File: config.mk
export PLATFORM = sky130hd
export DESIGN_NAME = button_press_classifier_top
export DESIGN_NICKNAME = d
export VERILOG_FILES = /design/src/hdl/bpc_pkg.sv /design/src/hdl/button_press_classifier_top.sv /design/src/hdl/bpc_debounce.sv /design/src/hdl/bpc_classify.sv
export SDC_FILE = /design/constraint.sdc
export NUM_CORES = 1
export LEC_CHECK = 0
export CORE_MARGIN = 5
export CORE_UTILIZATION = 33
export CTS_BUF_LIST = sky130_fd_sc_hd__clkbuf_4 sky130_fd_sc_hd__clkbuf_8
export CTS_CLUSTER_DIAMETER = 150
export DETAILED_ROUTE_END_ITERATION = 8
export DONT_BUFFER_PORTS = 1
export GPL_ROUTABILITY_DRIVEN = 0
export MAX_ROUTING_LAYER = met4
export PLACE_DENSITY = 0.44
export SETUP_SLACK_MARGIN = 0.2
export SYNTH_ARGS = -nofsm -noshare
export SYNTH_HDL_FRONTEND = slang
export SYNTH_SLANG_ARGS = --single-unit
File: constraint.sdc
create_clock -name clk -period 5.45 [get_ports clk]
set_clock_uncertainty 0.2 [all_clocks]
set_input_delay 0.545 -clock clk [delete_from_list [all_inputs] [get_ports clk]]
set_output_delay 0.545 -clock clk [all_outputs]
set_load 0.005 [all_outputs]
File: src/hdl/bpc_pkg.sv
package bpc_pkg;

  localparam int CFG_W         = 16;
  localparam int COUNT_BITS_DEF = 16;
  localparam int IDX_W         = 2;
  localparam int IN_TDATA_W    = 8;
  localparam int OUT_TDATA_W   = 8;

  localparam logic [CFG_W-1:0] DEBOUNCE_RST = 16'd50;
  localparam logic [CFG_W-1:0] LONG_RST     = 16'd3000;
  localparam logic [CFG_W-1:0] RESET_RST    = 16'd10000;

  localparam logic [IDX_W-1:0] REG_DEBOUNCE = 2'd0;
  localparam logic [IDX_W-1:0] REG_LONG     = 2'd1;
  localparam logic [IDX_W-1:0] REG_RESET    = 2'd2;

  localparam logic [1:0] EV_NONE  = 2'd0;
  localparam logic [1:0] EV_SHORT = 2'd1;
  localparam logic [1:0] EV_LONG  = 2'd2;
  localparam logic [1:0] EV_RESET = 2'd3;

  typedef struct packed {
    logic [CFG_W-1:0] debounce_ms;
    logic [CFG_W-1:0] long_ms;
    logic [CFG_W-1:0] reset_ms;
  } cfg_t;

endpackage

File: src/hdl/button_press_classifier_top.sv
// Channel  Direction  Contents
// in_      request    tdata[0] raw_pressed, one request per millisecond tick
// out_     result     tdata[0] debounced_pressed, tdata[2:1] press_event
// cfg_     write      index 0 debounce_ms, 1 long_ms, 2 reset_ms
//
// The debounce and hold counters and the output register all load at the
// accepting edge, so the result is valid in the following cycle. One request
// per cycle is sustained while out_tready stays high.
// A stalled result holds in_tready low only while out_tready is low.
// rst_n is synchronous and restores the threshold defaults.
module button_press_classifier_top #(
  parameter int COUNT_BITS = bpc_pkg::COUNT_BITS_DEF
) (
  input  logic                             clk,
  input  logic                             rst_n,
  input  logic                             in_tvalid,
  output logic                             in_tready,
  input  logic [bpc_pkg::IN_TDATA_W-1:0]   in_tdata,  // [0] raw_pressed
  output logic                             out_tvalid,
  input  logic                             out_tready,
  output logic [bpc_pkg::OUT_TDATA_W-1:0]  out_tdata, // [0] debounced_pressed,
                                                      // [2:1] press_event
  input  logic                             cfg_we,
  input  logic [bpc_pkg::IDX_W-1:0]        cfg_index,
  input  logic [bpc_pkg::CFG_W-1:0]        cfg_wdata
);
  import bpc_pkg::*;

  cfg_t       cfg_r;
  logic       accept;
  logic       level_nxt;
  logic [1:0] press_event;
  logic       out_valid_r;
  logic       out_level_r;
  logic [1:0] out_event_r;

  assign in_tready = !out_valid_r || out_tready;
  assign accept    = in_tvalid && in_tready;

  always_ff @(posedge clk) begin
    if (!rst_n) begin
      cfg_r.debounce_ms <= DEBOUNCE_RST;
      cfg_r.long_ms     <= LONG_RST;
      cfg_r.reset_ms    <= RESET_RST;
    end else if (cfg_we) begin
      case (cfg_index)
        REG_DEBOUNCE: cfg_r.debounce_ms <= cfg_wdata;
        REG_LONG:     cfg_r.long_ms     <= cfg_wdata;
        REG_RESET:    cfg_r.reset_ms    <= cfg_wdata;
        default: ;
      endcase
    end
  end

  bpc_debounce #(.COUNT_BITS(COUNT_BITS)) u_debounce (
    .clk         (clk),
    .rst_n       (rst_n),
    .accept      (accept),
    .raw         (in_tdata[0]),
    .debounce_ms (cfg_r.debounce_ms),
    .level_nxt   (level_nxt)
  );

  bpc_classify #(.COUNT_BITS(COUNT_BITS)) u_classify (
    .clk         (clk),
    .rst_n       (rst_n),
    .accept      (accept),
    .level       (level_nxt),
    .cfg         (cfg_r),
    .press_event (press_event)
  );

  always_ff @(posedge clk) begin
    if (!rst_n) begin
      out_valid_r <= 1'b0;
    end else if (in_tready) begin
      out_valid_r <= in_tvalid;
    end
  end

  always_ff @(posedge clk) begin
    if (accept) begin
      out_level_r <= level_nxt;
      out_event_r <= press_event;
    end
  end

  assign out_tvalid = out_valid_r;
  assign out_tdata  = {{(OUT_TDATA_W-3){1'b0}}, out_event_r, out_level_r};

endmodule

File: src/hdl/bpc_debounce.sv
module bpc_debounce #(
  parameter int COUNT_BITS = bpc_pkg::COUNT_BITS_DEF
) (
  input  logic                       clk,
  input  logic                       rst_n,
  input  logic                       accept,
  input  logic                       raw,
  input  logic [bpc_pkg::CFG_W-1:0]  debounce_ms,
  output logic                       level_nxt
);
  import bpc_pkg::*;

  localparam int CMP_W = (COUNT_BITS > CFG_W) ? COUNT_BITS : CFG_W;

  logic                  prev_raw_r, prev_raw_nxt;
  logic [COUNT_BITS-1:0] stable_cnt_r, stable_cnt_nxt;
  logic                  level_r;

  always_comb begin
    prev_raw_nxt   = raw;
    if (raw != prev_raw_r) begin
      stable_cnt_nxt = '0;
    end else if (stable_cnt_r == {COUNT_BITS{1'b1}}) begin
      stable_cnt_nxt = stable_cnt_r;
    end else begin
      stable_cnt_nxt = stable_cnt_r + 1'b1;
    end
    // A threshold above the counter's maximum is never reached.
    if (CMP_W'(stable_cnt_nxt) >= CMP_W'(debounce_ms)) begin
      level_nxt = raw;
    end else begin
      level_nxt = level_r;
    end
  end

  always_ff @(posedge clk) begin
    if (!rst_n) begin
      prev_raw_r   <= 1'b0;
      stable_cnt_r <= '0;
      level_r      <= 1'b0;
    end else if (accept) begin
      prev_raw_r   <= prev_raw_nxt;
      stable_cnt_r <= stable_cnt_nxt;
      level_r      <= level_nxt;
    end
  end

endmodule

File: src/hdl/bpc_classify.sv
module bpc_classify #(
  parameter int COUNT_BITS = bpc_pkg::COUNT_BITS_DEF
) (
  input  logic          clk,
  input  logic          rst_n,
  input  logic          accept,
  input  logic          level,
  input  bpc_pkg::cfg_t cfg,
  output logic [1:0]    press_event
);
  import bpc_pkg::*;

  localparam int CMP_W = (COUNT_BITS > CFG_W) ? COUNT_BITS : CFG_W;

  logic                  holding_r, holding_nxt;
  logic [COUNT_BITS-1:0] hold_cnt_r, hold_cnt_nxt;
  logic                  long_seen_r, long_seen_nxt;
  logic                  reset_seen_r, reset_seen_nxt;

  always_comb begin
    holding_nxt    = holding_r;
    hold_cnt_nxt   = hold_cnt_r;
    long_seen_nxt  = long_seen_r;
    reset_seen_nxt = reset_seen_r;
    press_event    = EV_NONE;
    if (level) begin
      if (!holding_r) begin
        holding_nxt    = 1'b1;
        hold_cnt_nxt   = '0;
        long_seen_nxt  = 1'b0;
        reset_seen_nxt = 1'b0;
      end else if (hold_cnt_r != {COUNT_BITS{1'b1}}) begin
        hold_cnt_nxt = hold_cnt_r + 1'b1;
      end
      // The reset event wins; a long mark due in the same tick waits a tick.
      if (CMP_W'(hold_cnt_nxt) >= CMP_W'(cfg.reset_ms) && !reset_seen_nxt) begin
        press_event    = EV_RESET;
        reset_seen_nxt = 1'b1;
      end else if (CMP_W'(hold_cnt_nxt) >= CMP_W'(cfg.long_ms) && !long_seen_nxt) begin
        long_seen_nxt = 1'b1;
      end
    end else if (holding_r) begin
      if (!reset_seen_r) begin
        if (long_seen_r) begin
          press_event = EV_LONG;
        end else if (CMP_W'(hold_cnt_r) >= CMP_W'(cfg.debounce_ms)) begin
          press_event = EV_SHORT;
        end
      end
      holding_nxt   = 1'b0;
      hold_cnt_nxt  = '0;
      long_seen_nxt = 1'b0;
    end
  end

  always_ff @(posedge clk) begin
    if (!rst_n) begin
      holding_r    <= 1'b0;
      hold_cnt_r   <= '0;
      long_seen_r  <= 1'b0;
      reset_seen_r <= 1'b0;
    end else if (accept) begin
      holding_r    <= holding_nxt;
      hold_cnt_r   <= hold_cnt_nxt;
      long_seen_r  <= long_seen_nxt;
      reset_seen_r <= reset_seen_nxt;
    end
  end

endmodule

# After elaboration in Yosys (flattened, before gate mapping)
# Index checks and enable logic that the tools add are counted.
dict set report word_totals {
  output_inout_bits 10
  inputBits 31
  word_cells 62
  ff_bits 89
}
dict set report classes {
  magnitude_cmp 4
  n_mux 24
  add_sub_neg 2
  reduce_logical 14
  n_eq_ne 5
}
# op count
set ops {}
lappend ops {{two-way mux 16 bit} 7}
lappend ops {{greater-or-equal comparator 16 bit} 4}
lappend ops {{adder 16 x 1 -> 16 bit (second input constant)} 2}
lappend ops {{== test 16 bit (second input constant)} 1}
lappend ops {{inequality test 16 bit (second input constant)} 1}
lappend ops {{two-way mux 1 bit} 12}
lappend ops {{two-way mux 2 bit} 5}
lappend ops {{AND reduction 2 bit} 5}
lappend ops {{logical AND 1 bit} 3}
lappend ops {{zero test 1 bit} 3}
lappend ops {{== test 2 x 1 -> 1 bit (second input constant)} 1}
lappend ops {{== test 2 bit (second input constant)} 1}
lappend ops {{zero test 2 bit} 1}
lappend ops {{nonzero test 2 bit} 1}
lappend ops {{logical OR 1 bit} 1}
lappend ops {{inequality test 1 bit} 1}

# Logic depth before layout (Yosys ltp)
dict set report logic_depth {
  ltp_word 11
  ltp_mapped 15
}

# Modules after synthesis
# A second synthesis with hierarchy kept.
dict set report unflattened {
  cells_unflattened 759
  area_unflattened_um2 6341.1
}
# mod cells_each n_inst area_per_inst_um2
set by_module_without_submodules {}
lappend by_module_without_submodules {bpc_classify 329 1 2487.4}
lappend by_module_without_submodules {button_press_classifier_top 205 1 2115.8}
lappend by_module_without_submodules {bpc_debounce 225 1 1737.9}

# Least setup slack after synthesis
# OpenSTA, ideal clock, no wires.
dict set report synth_path {
  path_type {register -> register}
  startpoint {reg u_debounce.stable_cnt_r[0]}
  endpoint {reg out_event_r[1] (data pin)}
  path_buffers 2
  setup_ps 265
  path_stages_with_launch 16
  t_required_ps 4985
  slack_ps 1520
  arrival_time_ps 3465
  path_cell_list {dfxtp_1 > ha_1 > nand3_1 > nor4_4 > nand2_1 > clkbuf_1 > xor2_1 > nand2b_1 > ha_1 > nand2b_4 > a2111oi_4 > o21ai_2 > a211oi_4 > buf_2 > mux2i_1 > o22ai_1}
}
dict set report synth_between {
  elab_chain_len 6
  elab_cells_between_ends 7
}
# element line_no
set synth_rtl {}
lappend synth_rtl {{start, declared} bpc_debounce.sv:16} ;# logic [COUNT_BITS-1:0] stable_cnt_r, stable_cnt_nxt;
lappend synth_rtl {{start signal, assigned} bpc_debounce.sv:43} ;# stable_cnt_r <= stable_cnt_nxt;
lappend synth_rtl {{adder 16 x 1 -> 16 bit or == test 16 bit (tied branches)} {bpc_debounce.sv:26, bpc_debounce.sv:23}}
lappend synth_rtl {{two-way mux 16 bit (*)} bpc_debounce.sv:23} ;# end else if (stable_cnt_r == {COUNT_BITS{1'b1}}) begin
lappend synth_rtl {{two-way mux 16 bit (*)} bpc_debounce.sv:21} ;# if (raw != prev_raw_r) begin
lappend synth_rtl {{greater-or-equal comparator 16 bit (*)} bpc_debounce.sv:29} ;# if (CMP_W'(stable_cnt_nxt) >= CMP_W'(debounce_ms)) begin
lappend synth_rtl {{two-way mux 1 bit (*)} bpc_debounce.sv:29}
lappend synth_rtl {{two-way mux 2 bit (*)} bpc_classify.sv:26} ;# if (level) begin
lappend synth_rtl {{net press_event[1]} button_press_classifier_top.sv:32} ;# logic [1:0] press_event;
lappend synth_rtl {{end signal, assigned} button_press_classifier_top.sv:84} ;# out_event_r <= press_event;
lappend synth_rtl {{end, declared} button_press_classifier_top.sv:35} ;# logic [1:0] out_event_r;
# The timed path passes the listed nets; every way through them passes the cells marked *.
# A chain may end at the register's enable or synchronous reset.

# Worst setup path in the final report
dict set report layout_path {
  startpoint {reg u_debounce.stable_cnt_r[0]}
  endpoint {reg u_classify.long_seen_r}
}
dict set report layout_between {
  elab_chain_len 7
  elab_cells_between_ends 9
}
# element line_no
set layout_rtl {}
lappend layout_rtl {{adder 16 x 1 -> 16 bit or == test 16 bit (tied branches)} {bpc_debounce.sv:26, bpc_debounce.sv:23}}
lappend layout_rtl {{two-way mux 16 bit (*)} bpc_debounce.sv:23}
lappend layout_rtl {{two-way mux 16 bit (*)} bpc_debounce.sv:21}
lappend layout_rtl {{net u_debounce.stable_cnt_nxt[2]} bpc_debounce.sv:16}
lappend layout_rtl {{greater-or-equal comparator 16 bit (*)} bpc_debounce.sv:29}
lappend layout_rtl {{two-way mux 1 bit (*)} bpc_debounce.sv:29}
lappend layout_rtl {{nonzero test 2 bit (no line)} --}
lappend layout_rtl {{AND reduction 2 bit (no line)} --}
lappend layout_rtl {{end signal, assigned} bpc_classify.sv:65} ;# long_seen_r <= long_seen_nxt;
lappend layout_rtl {{end, declared} bpc_classify.sv:17} ;# logic long_seen_r, long_seen_nxt;
# Marked as above.

==> key figures <==
Floorplan
  – Die H: 142 um
  – Starting Density: 33.4%
  – DIE AREA: 20000 sq um
  – Placement Rows: 48
  – Chip width: 142 um
  – # IOs: 41
  – Total core area: 17100 sq um

Synthesis
  – Count leader, synth: nand2_1
  – Sequential area share after synthesis: 31.4%
  – Ys async rst share: 0%
  – Leading area contributor after synthesis: dfxtp_1
  – Commonest cells in the netlist: 119 x nand2_1, 85 x dfxtp_1, 82 x a21oi_1
  – Post-synth top area share: 29.8%
  – Synthesized area: 5710 sq um
  – Commonest register cell after synthesis: dfxtp_1
  – Area contributors post-synth: dfxtp_1 30%, ha_1 14%, nand2_1 7.8%
  – Syn Area/Cell: 7.89 sq um
  – YS warnings: 0
  – Synth cell types: 70
  – Number of synthesized flops with an enable pin: 3
  – Post-Syn Instances: 724
  – FF+latch count, synth: 88

Final layout
  – Fillcell total: 1839
  – Fin cells: 939
  – Nets@finish: 807
  – Layout area overhead: 7.05%
  – Layout cells sized above 1: 5.88%
  – Post-route cell area: 6110 sq um
  – Utilization after layout: 35.7%
  – Antenna cells: 0

CTS
  – Clk Latency, worst-skew pair: 0.38 ns
  – H-Tree Depth: 3
  – Clock-pin slew on the worst setup and hold paths: 0.10 ns
  – CTS root buf: clkbuf_8
  – Clk sinks: 88
  – Post_cts resized: 0
  – Max clock buf depth: 2
  – Postcts setup bufs: 0
  – TritonCTS Buffers: 9
  – Post-CTS Hold Buffers: 0
  – CTS tree: built

Worst setup path
  – Crit Path Class: flip-flop to flip-flop
  – Worst R2R Start: u_debounce.stable_cnt_r[0]
  – CP max stage delay: 0.50 ns
  – RR Endpoint: u_classify.long_seen_r
  – Worst path slowest cell: a211oi_4
  – Arrival time at the worst endpoint: 4.63 ns
  – Worst Path Required: 5.57 ns
  – Worst-path cell chain: ha_1 -> nand3_1 -> nor4_4 -> nand2_1 -> nand2_1 -> xor2_1 -> nor2_1 -> ha_1 -> o21a_1 -> o211ai_1 -> o21ai_2 -> a211oi_4 -> mux2i_1 -> buf_4 -> a31o_1
  – Worst reg-to-reg setup slack: 0.94 ns
  – CP endpoint kind: flip-flop
  – Startpoint type of the worst setup path: flip-flop
  – Critical Path Fanout Max: 14
  – FF-to-FF path depth: 15

Timing
  – Fin worst setup slack: 0.942 ns
  – WHS: 0.0537 ns
  – Final period util: 82.7%
  – Tmin final: 4.51 ns
  – Worst-Margin Slew: 0.865 ns
  – Hold Fails Final Rpt: 0
  – Setup TNS: 0 ns
  – Fmax: 0.222 GHz
  – RSZ-0062 raised after global routing: false
  – Slew margin rel.: 41.8%
  – Final Setup Violations: 0
  – Pins over their slew limit: 0

Place
  – IO buf count: 0
  – Placed Area: 5910 sq um
  – Worst setup slack after placement: 1.02 ns
  – Placed Cells incl. Taps: 924
  – Hpwl dp: 12000 um

Global route
  – Gr ovfl total: 0
  – Total GRT Usage: 16.8%
  – Initial antenna violation count: 0
  – Vias in the first global route: 4879
  – First-pass GRT wire length: 25800 um
  – Largest net degree at the start of global routing: 52

Routing
  – Avg WL per Cell: 17.0 um
  – DR vias/cell: 5.28
  – Post-Route WL: 16000 um
  – Initial DRT Pass Iterations: 5
  – Detailed Route Iter0 Violations: 178
  – Routed Antenna Nets: 0
  – Via count: 4954
  – Residual DRC: 0

Outcome
  – Status: finished, final reports clean

Worst hold path
  – WHS Endpoint: cfg_r[8]
  – Hold path depth: 1
  – Worst Hold Class: input pin to flip-flop
  – Worst hold start: rst_n

Power and ir drop
  – Overall power: 1.27 mW
  – Static leakage: 2.42 nW
  – Max VDD drop: 0.000103 V
  – Pwr/cell area: 207 nW/um^2

Run
  – Max cap viols: 0
state kept, by name, indices dropped and copies added (netlist names):
signal / count
out_level_r: 1
u_debounce.stable_cnt_r: 16
u_classify.long_seen_r: 1
u_debounce.prev_raw_r: 1
out_event_r: 2
u_classify.reset_seen_r: 1
out_tvalid: 1
cfg_r: 48
u_classify.hold_cnt_r: 16
u_classify.holding_r: 1
where the power goes:
part	internal, mW	switching, mW
clock	0.236	0.250
sequential	0.662	0.00795
combinational	0.0375	0.0728
cell families (layout without fill, tap and decap cells):
family	after synthesis	in the layout	synth area share (%)
AND/OR/NAND/NOR	247	247	21.1
AO/OA/AOI/OAI	200	200	22.7
buffers and inverters	101	87	7.12
flip-flops	88	88	31.4
adder cells (fa/ha/maj)	66	66	14.5
XOR/XNOR	18	18	2.76
multiplexers	3	3	0.526
other	1	5	0.0657
how the worst max path moves through the flow:
stage                                           from                       end  slack (ns)  depth (start not counted)
after CTS                 u_debounce.stable_cnt_r[0]    u_classify.long_seen_r        1.00                         15
after global routing      u_debounce.stable_cnt_r[0]  u_classify.hold_cnt_r[3]        0.66                         13
final                     u_debounce.stable_cnt_r[0]    u_classify.long_seen_r        0.94                         15
after detailed placement  u_debounce.stable_cnt_r[0]    u_classify.long_seen_r        1.02                         15
after floorplan           u_debounce.stable_cnt_r[0]            out_event_r[1]        1.52                         15
after global placement    u_debounce.stable_cnt_r[0]  u_classify.hold_cnt_r[8]        1.05                         15
per-layer routing:
layer  share of wire [%]  global-route usage (%)
met5                   0                       -
met4                 1.4                    4.14
met3                 4.3                    4.08
met2                  47                    27.3
met1                  47                    21.2
cell usage in the layout, fill, tap and decap left out, types with 3 or more instances in the layout:
| master | synthesis | layout |
|---|---|---|
| or3_1 | 8 | 8 |
| a211oi_1 | 5 | 5 |
| xor2_1 | 9 | 8 |
| o211ai_1 | 18 | 18 |
| buf_4 | 6 | 7 |
| inv_1 | 63 | 63 |
| a31oi_1 | 9 | 9 |
| clkbuf_8 | 0 | 11 |
| and3_1 | 7 | 7 |
| nor4_4 | 3 | 3 |
| nand3_1 | 19 | 19 |
| edfxtp_1 | 3 | 3 |
| a21oi_1 | 82 | 82 |
| nor2_1 | 38 | 38 |
| a22o_1 | 11 | 11 |
| nand4_1 | 13 | 13 |
| dfxtp_1 | 85 | 85 |
| xnor2_1 | 9 | 9 |
| nor3_1 | 10 | 10 |
| o21a_1 | 5 | 5 |
| o21ai_0 | 32 | 32 |
| ha_1 | 66 | 66 |
| mux2i_1 | 3 | 3 |
| conb_1 | 1 | 5 |
| nand2_1 | 119 | 119 |
| nand2b_1 | 6 | 6 |
| o221ai_1 | 3 | 3 |
| a21o_1 | 8 | 8 |
| or2_2 | 3 | 3 |
| nor4_1 | 3 | 3 |
worst max-delay path, delay by kind of cell, from the launching register on:
kind / cells / cell delay [ns]
buffers and inverters: 1 / 0.24
adder cells (fa/ha/maj): 2 / 0.55
AO/OA/AOI/OAI: 5 / 1.15
AND/OR/NAND/NOR: 5 / 1.24
XOR/XNOR: 1 / 0.22
flip-flops: 1 / 0.47
multiplexers: 1 / 0.37
final cells by class:
class                           instances  area [sq um]  area share, %
Sequential cell                        88          1790           29.3
Multi-Input combinational cell        539          3540           57.9
Tap cell                              225           282           4.60
Timing Repair Buffer                    7          52.6          0.859
Clock inverter                          4          52.6          0.859
Clock buffer                           11           151           2.48
Inverter                               65           244           3.99
(Power assumes the default switching activity.)
